`src/sv/htfe_pkg.sv`:
```
// shared constants for the head/tail frame extractor
// register indexes, reset values and sizing defaults; no dependencies
`default_nettype none
package htfe_pkg;

    localparam int FRAME_BYTES_DEF = 64;

    localparam int CFG_IDX_W  = 3;
    localparam int CFG_DATA_W = 8;
    localparam int LEN_W      = 7;

    localparam logic [CFG_IDX_W-1:0] REG_HEAD      = 3'd0;
    localparam logic [CFG_IDX_W-1:0] REG_SECOND    = 3'd1;
    localparam logic [CFG_IDX_W-1:0] REG_PEN_TAIL  = 3'd2;
    localparam logic [CFG_IDX_W-1:0] REG_TAIL      = 3'd3;
    localparam logic [CFG_IDX_W-1:0] REG_BUF_LEN   = 3'd4;

    localparam logic [LEN_W-1:0] BUF_LEN_RST = 7'd64;

    // earliest store position at which a frame may close
    localparam int TAIL_MIN_INDEX = 4;
    // positions kept back from the end of the buffer
    localparam int LEN_MARGIN = 2;

endpackage
`default_nettype wire

```
`src/sv/head_tail_frame_extractor_core.sv`:
```
// output: the first byte of a frame is shown in the cycle after its closing byte is taken
// throughput: one byte per cycle in while no frame is read out; a closed frame is read
// out of the store one byte per cycle while i_out_stall is low, input stalled meanwhile
// reset: synchronous active low, clears frame state and registers (buffer length 64);
// the frame store is not cleared
// uses htfe_pkg and htfe_store
`default_nettype none
module head_tail_frame_extractor_core #(
    parameter int FRAME_BYTES = htfe_pkg::FRAME_BYTES_DEF
) (
    input  wire logic                             i_clk,
    input  wire logic                             i_rst_n,
    input  wire logic                             i_cfg_we,
    input  wire logic [htfe_pkg::CFG_IDX_W-1:0]   i_cfg_index,
    input  wire logic [htfe_pkg::CFG_DATA_W-1:0]  i_cfg_data,
    input  wire logic                             i_in_valid,
    output logic                                  o_in_stall,
    input  wire logic [7:0]                       i_data_byte,
    output logic                                  o_out_valid,
    input  wire logic                             i_out_stall,
    output logic [7:0]                            o_frame_byte,
    output logic                                  o_end_of_frame
);

    localparam int IW = $clog2(FRAME_BYTES);
    localparam int LW = (IW + 1 > htfe_pkg::LEN_W) ? IW + 1 : htfe_pkg::LEN_W;

    logic [7:0]                  r_head, r_second, r_pen_tail, r_tail;
    logic [htfe_pkg::LEN_W-1:0]  r_buf_len;

    logic          r_in_frame, n_in_frame;
    logic [IW-1:0] r_wi, n_wi;
    logic [7:0]    r_prev, n_prev;
    logic          r_emit, n_emit;
    logic [IW-1:0] r_last, n_last;
    logic [IW-1:0] r_rd_addr, n_rd_addr;

    logic          w_we;
    logic [IW-1:0] w_waddr;
    logic [7:0]    w_rdata;
    logic [LW-1:0] w_len, w_limit;
    logic          w_in_acc, w_out_acc, w_second_bad, w_close;

    assign w_in_acc  = i_in_valid && !r_emit;
    assign w_out_acc = r_emit && !i_out_stall;

    always_comb begin
        w_len = LW'(r_buf_len);
        if (w_len > LW'(FRAME_BYTES)) begin
            w_len = LW'(FRAME_BYTES);
        end
        if (w_len < LW'(htfe_pkg::LEN_MARGIN)) begin
            w_len = LW'(htfe_pkg::LEN_MARGIN);
        end
        w_limit = w_len - LW'(htfe_pkg::LEN_MARGIN);
    end

    assign w_second_bad = (r_second != 8'd0) && r_in_frame && (r_wi == IW'(1))
                          && (i_data_byte != r_second);

    // closes on tail with the previous stored byte equal to the penultimate
    assign w_close = (r_wi >= IW'(htfe_pkg::TAIL_MIN_INDEX)) && (i_data_byte == r_tail)
                     && (r_pen_tail != 8'd0) && (r_prev == r_pen_tail);

    always_comb begin
        n_in_frame = r_in_frame;
        n_wi       = r_wi;
        n_prev     = r_prev;
        n_emit     = r_emit;
        n_last     = r_last;
        n_rd_addr  = r_rd_addr;
        w_we       = 1'b0;
        w_waddr    = r_wi;
        if (w_in_acc) begin
            priority if (!r_in_frame || w_second_bad) begin
                if (i_data_byte == r_head) begin
                    w_we       = 1'b1;
                    w_waddr    = '0;
                    n_wi       = IW'(1);
                    n_in_frame = 1'b1;
                    n_prev     = i_data_byte;
                end else begin
                    n_wi       = '0;
                    n_in_frame = 1'b0;
                end
            end else if (LW'(r_wi) >= w_limit) begin
                n_wi       = '0;
                n_in_frame = 1'b0;
            end else begin
                w_we = 1'b1;
                if (w_close) begin
                    n_emit     = 1'b1;
                    n_last     = r_wi;
                    n_rd_addr  = '0;
                    n_wi       = '0;
                    n_in_frame = 1'b0;
                end else begin
                    n_wi   = r_wi + IW'(1);
                    n_prev = i_data_byte;
                end
            end
        end
        if (w_out_acc) begin
            if (r_rd_addr == r_last) begin
                n_emit = 1'b0;
            end else begin
                n_rd_addr = r_rd_addr + IW'(1);
            end
        end
    end

    always_ff @(posedge i_clk) begin
        if (!i_rst_n) begin
            r_head     <= '0;
            r_second   <= '0;
            r_pen_tail <= '0;
            r_tail     <= '0;
            r_buf_len  <= htfe_pkg::BUF_LEN_RST;
        end else if (i_cfg_we) begin
            unique case (i_cfg_index)
                htfe_pkg::REG_HEAD:     r_head     <= i_cfg_data;
                htfe_pkg::REG_SECOND:   r_second   <= i_cfg_data;
                htfe_pkg::REG_PEN_TAIL: r_pen_tail <= i_cfg_data;
                htfe_pkg::REG_TAIL:     r_tail     <= i_cfg_data;
                htfe_pkg::REG_BUF_LEN:  r_buf_len  <= i_cfg_data[htfe_pkg::LEN_W-1:0];
                default: ;
            endcase
        end
    end

    always_ff @(posedge i_clk) begin
        if (!i_rst_n) begin
            r_in_frame <= 1'b0;
            r_wi       <= '0;
            r_emit     <= 1'b0;
            r_rd_addr  <= '0;
        end else begin
            r_in_frame <= n_in_frame;
            r_wi       <= n_wi;
            r_emit     <= n_emit;
            r_rd_addr  <= n_rd_addr;
        end
    end

    always_ff @(posedge i_clk) begin
        r_prev <= n_prev;
        r_last <= n_last;
    end

    // read address follows the next pointer so read data lines up with r_rd_addr
    htfe_store #(
        .DEPTH (FRAME_BYTES)
    ) u_store (
        .i_clk   (i_clk),
        .i_we    (w_we),
        .i_waddr (w_waddr),
        .i_wdata (i_data_byte),
        .i_raddr (n_rd_addr),
        .o_rdata (w_rdata)
    );

    assign o_in_stall     = r_emit;
    assign o_out_valid    = r_emit;
    assign o_frame_byte   = w_rdata;
    assign o_end_of_frame = (r_rd_addr == r_last);

endmodule
`default_nettype wire

```
`src/sv/htfe_store.sv`:
```
// frame byte store: one write port, one read port, registered read data
// sized by DEPTH from the top level; no package use
`default_nettype none
module htfe_store #(
    parameter int DEPTH = 64
) (
    input  wire logic                     i_clk,
    input  wire logic                     i_we,
    input  wire logic [$clog2(DEPTH)-1:0] i_waddr,
    input  wire logic [7:0]               i_wdata,
    input  wire logic [$clog2(DEPTH)-1:0] i_raddr,
    output logic [7:0]                    o_rdata
);

    logic [7:0] r_mem [DEPTH];
    logic [7:0] r_rdata;

    always_ff @(posedge i_clk) begin
        if (i_we) begin
            r_mem[i_waddr] <= i_wdata;
        end
        r_rdata <= r_mem[i_raddr];
    end

    assign o_rdata = r_rdata;

endmodule
`default_nettype wire

```
`config.mk`:
```
export PLATFORM = sky130hd
export DESIGN_NAME = head_tail_frame_extractor_core
export DESIGN_NICKNAME = d
export VERILOG_FILES = /design/src/sv/htfe_pkg.sv /design/src/sv/head_tail_frame_extractor_core.sv /design/src/sv/htfe_store.sv
export SDC_FILE = /design/constraint.sdc
export NUM_CORES = 1
export LEC_CHECK = 0
export ABC_AREA = 1
export BUFFER_PORTS_ARGS = -buffer_cell sky130_fd_sc_hd__buf_2
export CELL_PAD_IN_SITES_DETAIL_PLACEMENT = 0
export CELL_PAD_IN_SITES_GLOBAL_PLACEMENT = 2
export CORE_MARGIN = 2
export CORE_UTILIZATION = 40
export CTS_BUF_LIST = sky130_fd_sc_hd__clkbuf_8
export CTS_CLUSTER_SIZE = 20
export DETAILED_ROUTE_END_ITERATION = 6
export GPL_TIMING_DRIVEN = 0
export HOLD_SLACK_MARGIN = 0.1
export PLACE_DENSITY_LB_ADDON = 0.12
export SETUP_SLACK_MARGIN = 0.2
export SYNTH_ARGS = -nofsm -noshare
export SYNTH_HDL_FRONTEND = slang
export SYNTH_HIERARCHICAL = 1
export SYNTH_SLANG_ARGS = --single-unit
```
`constraint.sdc`:
```
create_clock -name i_clk -period 5.2 [get_ports i_clk]
set_input_delay 0.52 -clock i_clk [delete_from_list [all_inputs] [get_ports i_clk]]
set_output_delay 0.52 -clock i_clk [all_outputs]
set_load 0.02 [all_outputs]
```
==> impl.org, run 1 <==
** Route
- Final routed wire length divided by cell count :: 23.3 um
- Detailed Route WL :: 79200 um
- Iteration-0 DRC count of the detailed router :: 1457
- The first detailed-routing pass took 5 iterations.
- In this run the remaining antenna-violating nets after routing total 0.
- For this run, design rule violations remaining after detail routing come to 0.
- Vias per std cell :: 5.21
- For this block, the via count after detailed routing is 17700.

** Cells and area
- Across the whole layout, storage elements account for 17000 um^2.
- Combined area of the multi-input logic cells :: 7030 um^2
- Counting the fill cells in the layout gives 5862.
- In the final layout, the share of cells above drive strength 1 is 0.142.
- At the end of the flow, the number of nets in the layout was 2508.
- P&R area growth vs syn :: 14.5%
- Leaving out filler cells and counting taps, the final layout contains 3393.
- For this run, the share of the core covered by cells in the final layout is 0.463.

** Die
- 35 I/O pins were placed.
- Height of the chip :: 254 um
- The floorplan step defined a die boundary enclosing 64600 um^2.
- The core region is 61800 um^2.
- Standard-cell row count :: 91
- The die is 254 um wide.
- For this configuration, the core starts out at a cell density of 0.405.

** Pwr
- Net switching power :: 0.00206 W
- The worst-case IR drop observed on VDD is 0.193 mV.
- Leakage power summed over all cells :: 10.6 nW
- Share of total power in the clock network :: 0.417
- Power share of the sequential group :: 0.560
- Int Pwr :: 0.00713 W
- The design draws 0.00919 W.
- Comb pwr share :: 0.023
- Sw frac :: 0.224
- Dividing total power by cell area gives a power density of 321 nW/um^2.

** STA
- After layout, the worst setup slack is 0.503 ns.
- Timing would allow up to 0.213 GHz.
- For the pin with the worst max-slew slack, the measured transition is 1.02 ns.
- The clock period could shrink to 4.70 ns.
- Max-slew headroom :: 0.320
- RSZ-0062 raised after global routing :: yes
- # setup viols final :: 0
- The number of slew-limit violations in the final report came to 0.
- The tightest hold path in the finished design has a slack of 0.171 ns.
- Across the routed clock network, the largest skew measured is 0.0377 ns.
- The number of endpoints with negative hold slack in the final report is 0.
- Final period utilization :: 0.903

** Worst setup path
- For the worst setup path, the data arrival time is 5.10 ns.
- For this run, the slowest stage of the critical path takes 0.73 ns.
- The most numerous cell type found on the critical path is sky130_fd_sc_hd__nand2_1.
- Critical path launch point type :: register
- Critical path class :: register to register
- The startpoint identified for the worst register-to-register timing path is r_buf_len[3].
- The worst setup path is captured at a register.
- Largest fanout on the critical path :: 9
- The critical path goes through inv_1, nand4_1, o21ai_2, o21ai_0, nand2_1, nand2_1, inv_1, ha_1, nand2_1, xor2_1, ha_1, and3_1, nand2_1, nand2_1, nor2_1, nand3_1, nand2_1, clkbuf_1, nand4_1, nor4_2, buf_4.
- On the critical path, the stage with the largest delay is an instance of sky130_fd_sc_hd__nor4_2.
- Data required, critical path :: 5.61 ns
- Tracing the worst setup path back leads to its startpoint at r_buf_len[3].

** GRT
- Entering global routing, the biggest net connects 70 pins.
- Sum of overflow across all layers after global routing :: 0
- Overall global routing resource usage :: 0.248
- Initial antenna violation count :: 4
- Global-route wire length before repair :: 114000 um
- The number of global-route vias before repair came to 16900.

** Logic synthesis
- The number of nets in the synthesized netlist is 2338.
- Average footprint of a synthesized cell :: 10.9 um^2
- For this run, the leading register cell type out of synthesis is sky130_fd_sc_hd__edfxtp_1.
- Sequential fraction of the synthesis area :: 0.680
- Combined area of all synthesized cells :: 25000 um^2
- Area fraction of the dominant cell type after synthesis :: 0.631
- Leading cell type by number of instances after synthesis :: sky130_fd_sc_hd__nand2_1
- The cell count after synthesis came out at 2303.
- Netlist cell types :: 40
- During synthesis, Yosys emitted a total of 6 warnings.
- By area the synthesized netlist is led by sky130_fd_sc_hd__edfxtp_1 (63%), sky130_fd_sc_hd__nand2_1 (11%), sky130_fd_sc_hd__nand3_1 (9.3%).
- Number of register bits inferred by synthesis :: 587
- Top cell type by total area after synthesis :: sky130_fd_sc_hd__edfxtp_1
- Count of flip-flops with a built-in enable after synthesis :: 526
- Synth async-reset ratio :: 0
- Counting instances in the post-synthesis netlist gives the leading cell types as sky130_fd_sc_hd__nand2_1 (747), sky130_fd_sc_hd__edfxtp_1 (526), sky130_fd_sc_hd__nand3_1 (464).

** Job
- Across the run, the number of max-cap violations was 0.

** Hold path
- Tightest Hold Check Type :: primary input to register
- Hold Crit Start :: i_cfg_data[7]

** Clock tree
- Buffers inserted during clock tree synthesis total 101.
- The tree built by TritonCTS fans out to 587 sinks.
- Cell at the root of the clock tree :: sky130_fd_sc_hd__clkbuf_8
- In this run the number of H-tree levels came out at 3.
- Clock slew at reported path FFs :: 0.06 ns
- The clock reaches the later pin of the worst-skew pair after 0.72 ns.
- No sink is reached through more buffers than the 3 on the longest clock path.
- CTS tree :: yes

** Run status
- The run finished with clean final reports.

** Placed design
- Detailed placement HPWL :: 53600 um
- Timing analysis after detailed placement gives a worst setup slack of 0.0478 ns.
- The number of placed instances, taps included, is 3188.
- Routability congestion estimate :: 0.870
- Buffers on Ports :: 34
[worst max-delay path, delay by kind of cell, from the launching register on]
family / cells / cell delay [ns]
simple gates: 12 / 2.32
buf+inv: 4 / 0.79
fa+ha+maj: 2 / 0.49
compound gates: 2 / 0.34
flops: 1 / 0.31
xor+xnor: 1 / 0.16
[timing repair]
item                                   4_1_cts  5_1_grt
pin swaps                                    0        6
resized for setup                           11       44
endpoints found under the hold margin        0        0
setup endpoints to repair                   96      466
buffers inserted                             0       19
hold buffers                                 0        0
[per-stage QoR]
stage                     TNS (ns)  instance area (um^2)
after floorplan                  0                 25000
after global placement      -84.36                 26200
after detailed placement         0                 26500
after CTS                        0                 28400
after global routing             0                 28600
final                            0                 28600
[cell type report]
type | instances | share of cell area
antenna | 1 | 0.0000874
clock buffer | 106 | 0.0509
timing repair buffer | 67 | 0.0197
clock inverter | 79 | 0.0126
multi-input combinational | 1515 | 0.245
buffer | 122 | 0.0301
sequential | 587 | 0.594
inverter | 79 | 0.0105
tap | 837 | 0.0366
[layer usage]
layer  vias up  routed length [um]  GRT usage
met2       561               37300      0.404
met3       117                5000     0.0458
met5         -                   0          0
li1       8325                   -          -
met1      8681               34900      0.336
met4         0                1940     0.0813
[cell usage in the layout, fill, tap and decap left out, types with 4 or more instances in the layout]
cell type,count
sky130_fd_sc_hd__dfxtp_1,61
sky130_fd_sc_hd__clkbuf_8,106
sky130_fd_sc_hd__buf_6,35
sky130_fd_sc_hd__nor2_4,7
sky130_fd_sc_hd__ha_1,11
sky130_fd_sc_hd__buf_1,7
sky130_fd_sc_hd__clkbuf_1,20
sky130_fd_sc_hd__nand2_1,747
sky130_fd_sc_hd__nor4_2,7
sky130_fd_sc_hd__nor2_1,82
sky130_fd_sc_hd__clkbuf_2,5
sky130_fd_sc_hd__clkinv_1,31
sky130_fd_sc_hd__inv_1,103
sky130_fd_sc_hd__clkinv_2,17
sky130_fd_sc_hd__nand3_2,4
sky130_fd_sc_hd__nand3_1,464
sky130_fd_sc_hd__buf_2,61
sky130_fd_sc_hd__o21ai_0,40
sky130_fd_sc_hd__xor2_1,11
sky130_fd_sc_hd__edfxtp_1,526
sky130_fd_sc_hd__xnor2_1,17
sky130_fd_sc_hd__buf_16,5
sky130_fd_sc_hd__nor3_1,4
sky130_fd_sc_hd__nor2_2,38
sky130_fd_sc_hd__a21oi_1,36
sky130_fd_sc_hd__nand2_2,5
sky130_fd_sc_hd__buf_4,49
sky130_fd_sc_hd__nand4_1,20
[state kept, by name, summed over array words and instances, names as in the netlist]
register and cells:
u_store/r_mem 512, r_head 8, r_pen_tail 8, r_prev 8
r_second 8, r_tail 8, u_store/o_rdata 8, r_buf_len 7
r_last 6, r_rd_addr 6, r_wi 6, o_in_stall 1
r_in_frame 1
[logic make-up (layout without fill, tap and decap cells)]
kind of cell / count (synthesis) / after routing / synth area share
compound gates: 85 / 85 / 0.0185
xor+xnor: 28 / 28 / 0.00980
fa+ha+maj: 11 / 11 / 0.00550
buf+inv: 201 / 453 / 0.0459
flops: 587 / 587 / 0.680
other cells: 0 / 1 / 0
simple gates: 1391 / 1391 / 0.240
[power by group through the flow]
| stage | Combinational (W) | Sequential (W) | Clock (W) |
|---|---|---|---|
| final | 0.000210 | 0.00515 | 0.00383 |
| after global routing | 0.000234 | 0.00515 | 0.00412 |
| after CTS | 0.000216 | 0.00515 | 0.00393 |
| after detailed placement | 0.000216 | 0.00525 | 0 |
| after global placement | 0.000196 | 0.00525 | 0 |
| after floorplan | 0.0000710 | 0.00525 | 0 |
[final timing paths]
check,to,slack [ns],cells past startpoint
worst min register to register,r_tail[2],0.47,2
worst min-delay path,r_head[7],0.17,3
worst max register to register,u_store/r_mem[48][0],0.50,21
worst max-delay path,u_store/r_mem[48][0],0.50,21
Power figures use the tool's default switching activity.
==> inputs of run 2 (changes only) <==
Settings changed: BUFFER_PORTS_ARGS -buffer_cell sky130_fd_sc_hd__buf_2 to -buffer_cell sky130_fd_sc_hd__buf_4.
==> run 2 against run 1 <==
  * Via count shrank 0.20%
  * Flip-flop and latch count is the same
  * Clock power grew 2%
  * Sequential share of layout area grew 0.062 points
  * Setup slack lost 0.36 ns
  * Critical path type unchanged
  * Largest power group unchanged
==> impl.org, run 2 (same netlist as run 1, synthesis figures left out) <==
** Run status
- Status :: finished, final reports clean (unchanged)

** Cells and area
- The layout net count came to 2504 (was 2508).
- P&R area growth vs syn :: 14.4% (was 14.5%)
- The register with the highest flop count is u_store/r_mem (unchanged).
- The most common library cell in the layout ignoring fill and taps is sky130_fd_sc_hd__nand2_1 (unchanged).
- Commonest cells after routing, fill and taps aside: sky130_fd_sc_hd__nand2_1 (747), sky130_fd_sc_hd__edfxtp_1 (526), sky130_fd_sc_hd__nand3_1 (464) (unchanged).
- The share of the core filled with cells came to 0.463 (about the same).
- Count of non-filler cells in the finished layout :: 3385 (was 3393)
- The number of flip-flops in the largest register was 512 (unchanged).
- Share of post-route cells with drive strength above 1 :: 0.141 (was 0.142)

** STA
- The final number of setup-violating endpoints was 0 (unchanged).
- The total negative slack for setup checks was 0 ns (unchanged).
- The clock period minus worst slack is 5.05 ns (was 4.70 ns).
- Worst slew pin tran :: 0.993 ns (was 1.02 ns)
- Final period utilization :: 0.972 (was 0.903)
- The number of endpoints with negative hold slack in the final report is 0 (unchanged).
- The headroom to the max-slew limit was 0.335 (was 0.320).
- Maximum clock skew at final layout :: 0.0248 ns (was 0.0377 ns)
- RSZ-0062 raised after global routing :: yes (unchanged)
- The number of slew-limit violations in the final report is 0 (unchanged).
- Achievable Freq :: 0.198 GHz (was 0.213 GHz)
- The worst slack on hold paths was 0.175 ns (was 0.171 ns).
- The minimum setup slack in the final design came to 0.147 ns (was 0.503 ns).

** Die
- Placeable core area :: 61800 um^2 (unchanged)
- The die area came to 64600 um^2 (unchanged).
- The number of rows created at floorplan came to 91 (unchanged).
- Height of the chip :: 254 um (unchanged)
- The die boundary width was 254 um (unchanged).
- Effective utilization at floorplan :: 0.405 (unchanged)
- Number of top-level pins :: 35 (unchanged)

** Placed design
- The HPWL after detailed placement was 52100 um (was 53600 um).
- The placer congestion estimate came to 0.859 (was 0.870).
- The cell count after placement was 3182 (was 3188).
- The worst setup timing slack at the placement stage is 0.113 ns (was 0.0478 ns).
- Buffers on Ports :: 34 (unchanged)

** Worst setup path
- The start point of the critical path is r_buf_len[3] (unchanged).
- The critical path launch point type is a register (unchanged).
- The signal arrival time at the worst endpoint came to 5.38 ns (was 5.10 ns).
- The origin of the critical flop-to-flop path is r_buf_len[3] (unchanged).
- Data required, critical path :: 5.52 ns (was 5.61 ns)
- Critical path class :: register to register (unchanged)
- The reg-to-reg setup timing slack was 0.15 ns (was 0.50 ns).
- Category of the worst setup path capture point :: register (unchanged)
- Largest fanout on the critical path :: 9 (unchanged)

** GRT
- Via count of the first global-routing pass :: 17000 (was 16900)
- Routing usage on met2 :: 0.397 (was 0.404)
- The met1 capacity usage during global routing is 0.337 (was 0.336).
- The met3 global-route usage is 0.0501 (was 0.0458).
- The total overflow reported by the global router came to 0 (unchanged).
- The initial antenna violation count was 2 (was 4).
- Global routing's busiest layer :: met2 (unchanged)
- The wire length of the first global-routing pass is 114000 um (about the same).
- The all-layer global routing usage came to 0.248 (about the same).
- The largest net degree at the start of global routing was 70 (unchanged).

** Clock tree
- Clock network latency to the later pin of the worst-skew pair :: 0.71 ns (was 0.72 ns)
- The clock transition time at the flip-flop clock pins of the worst setup and hold paths came to 0.06 ns (about the same).
- CTS max path bufs :: 3 (unchanged)
- The clock tree root buffer cell is sky130_fd_sc_hd__clkbuf_8 (unchanged).
- The number of levels the H-tree was split into was 3 (unchanged).
- Cts bufs inserted :: 101 (unchanged)
- Sinks on Clock Net :: 587 (unchanged)
- CTS tree :: yes (unchanged)

** Job
- The number of maximum-capacitance constraint violations came to 0 (unchanged).

** Hold path
- Tightest Hold Check Type :: primary input to register (unchanged)
- Hold Crit Start :: i_rst_n (was i_cfg_data[7])

** Route
- The average vias per placed instance was 5.21 (about the same).
- The routed via count is 17600 (was 17700).
- The number of nets still failing antenna checks after routing was 0 (unchanged).
- The number of DRC markers after the initial detailed-route iteration was 1369 (was 1457).
- The per-cell routed wire length came to 23.3 um (about the same).
- Detailed-router iteration count before antenna repair :: 5 (unchanged)
- The post-detailed-routing wire length is 78800 um (was 79200 um).
- Drt drc :: 0 (unchanged)

** Pwr
- Leakage power summed over all cells :: 10.6 nW (about the same)
- The power density over cell area is 323 nW/um^2 (was 321 nW/um^2).
- Worst supply voltage drop on vdd :: 0.225 mV (was 0.193 mV)
-- run 2: changes by cell type in the layout (fill, tap and decap cells not counted), moves of 2 or more --
| cell | previous run | this run |
|---|---|---|
| sky130_fd_sc_hd__buf_2 | 61 | 35 |
| sky130_fd_sc_hd__buf_4 | 49 | 71 |
| sky130_fd_sc_hd__clkinv_1 | 31 | 21 |
| sky130_fd_sc_hd__dlygate4sd3_1 | 0 | 8 |
| sky130_fd_sc_hd__buf_16 | 5 | 0 |
| sky130_fd_sc_hd__clkinvlp_4 | 0 | 3 |
| sky130_fd_sc_hd__nor2_1 | 82 | 79 |
| sky130_fd_sc_hd__buf_12 | 2 | 0 |
| sky130_fd_sc_hd__inv_1 | 103 | 105 |
| sky130_fd_sc_hd__nor2_4 | 7 | 9 |
-- run 2: what timing repair did --
| item | 4_1_cts | 5_1_grt |
|---|---|---|
| setup buffers | 0 | 13 |
| endpoints found under the hold margin | 11 | 0 |
| gates resized for setup | 10 | 52 |
| hold buffers | 8 | 0 |
| endpoints found under the setup margin | 97 | 466 |
| pin swaps | 0 | 4 |
-- run 2: layer usage --
layer  wire (um)  part of all wire
met2       36900              0.47
met3        4740             0.060
met4        2270             0.029
met1       34900              0.44
met5           0                 0
-- run 2: critical path, stage by stage, from the launching register on --
cell and delay [ns]:
sky130_fd_sc_hd__dfxtp_1 0.31, sky130_fd_sc_hd__inv_1 0.09, sky130_fd_sc_hd__nand4_1 0.12, sky130_fd_sc_hd__o21ai_2 0.20, sky130_fd_sc_hd__o21ai_0 0.16, sky130_fd_sc_hd__nand2_1 0.10, sky130_fd_sc_hd__nand2_1 0.08, sky130_fd_sc_hd__inv_1 0.08
sky130_fd_sc_hd__ha_1 0.18, sky130_fd_sc_hd__nand2_1 0.07, sky130_fd_sc_hd__xor2_1 0.15, sky130_fd_sc_hd__ha_1 0.31, sky130_fd_sc_hd__and3_1 0.17, sky130_fd_sc_hd__nand2_1 0.06, sky130_fd_sc_hd__nand2_1 0.06, sky130_fd_sc_hd__nor2_1 0.21
sky130_fd_sc_hd__nand3_1 0.16, sky130_fd_sc_hd__nand2_1 0.09, sky130_fd_sc_hd__clkbuf_1 0.30, sky130_fd_sc_hd__nand4_1 0.73, sky130_fd_sc_hd__nor2_1 1.05
-- run 2: cell type report --
class	instances	area (um^2)
plain buffers	122	862
fillers	5779	33200
clock inverters	75	392
flip-flops and latches	587	17000
well taps	837	1050
multi-input cells	1515	7040
inverters	79	302
diodes	1	2.50
repair buffers	63	493
clock buffers	106	1460
-- run 2: path summary, 6_finish.rpt --
path,to,cells past startpoint
max,u_store/r_mem[16][0],20
min,r_in_frame,3
max reg2reg,u_store/r_mem[16][0],20
min reg2reg,r_tail[4],2
-- run 2: stage by stage --
stage | total power [W] | cell area (um^2)
2_1_floorplan | 0.00532 | 25000
3_3_place_gp | 0.00545 | 26300
3_5_place_dp | 0.00545 | 26400
4_1_cts | 0.00935 | 28400
5_1_grt | 0.00957 | 28600
6_report | 0.00925 | 28600
-- run 2: where the power goes --
part	internal [W]	switching, W	leakage [nW]
combinational	0.0000476	0.000154	4.31
sequential	0.00515	0.00000661	5.23
clock	0.00199	0.00191	1.07
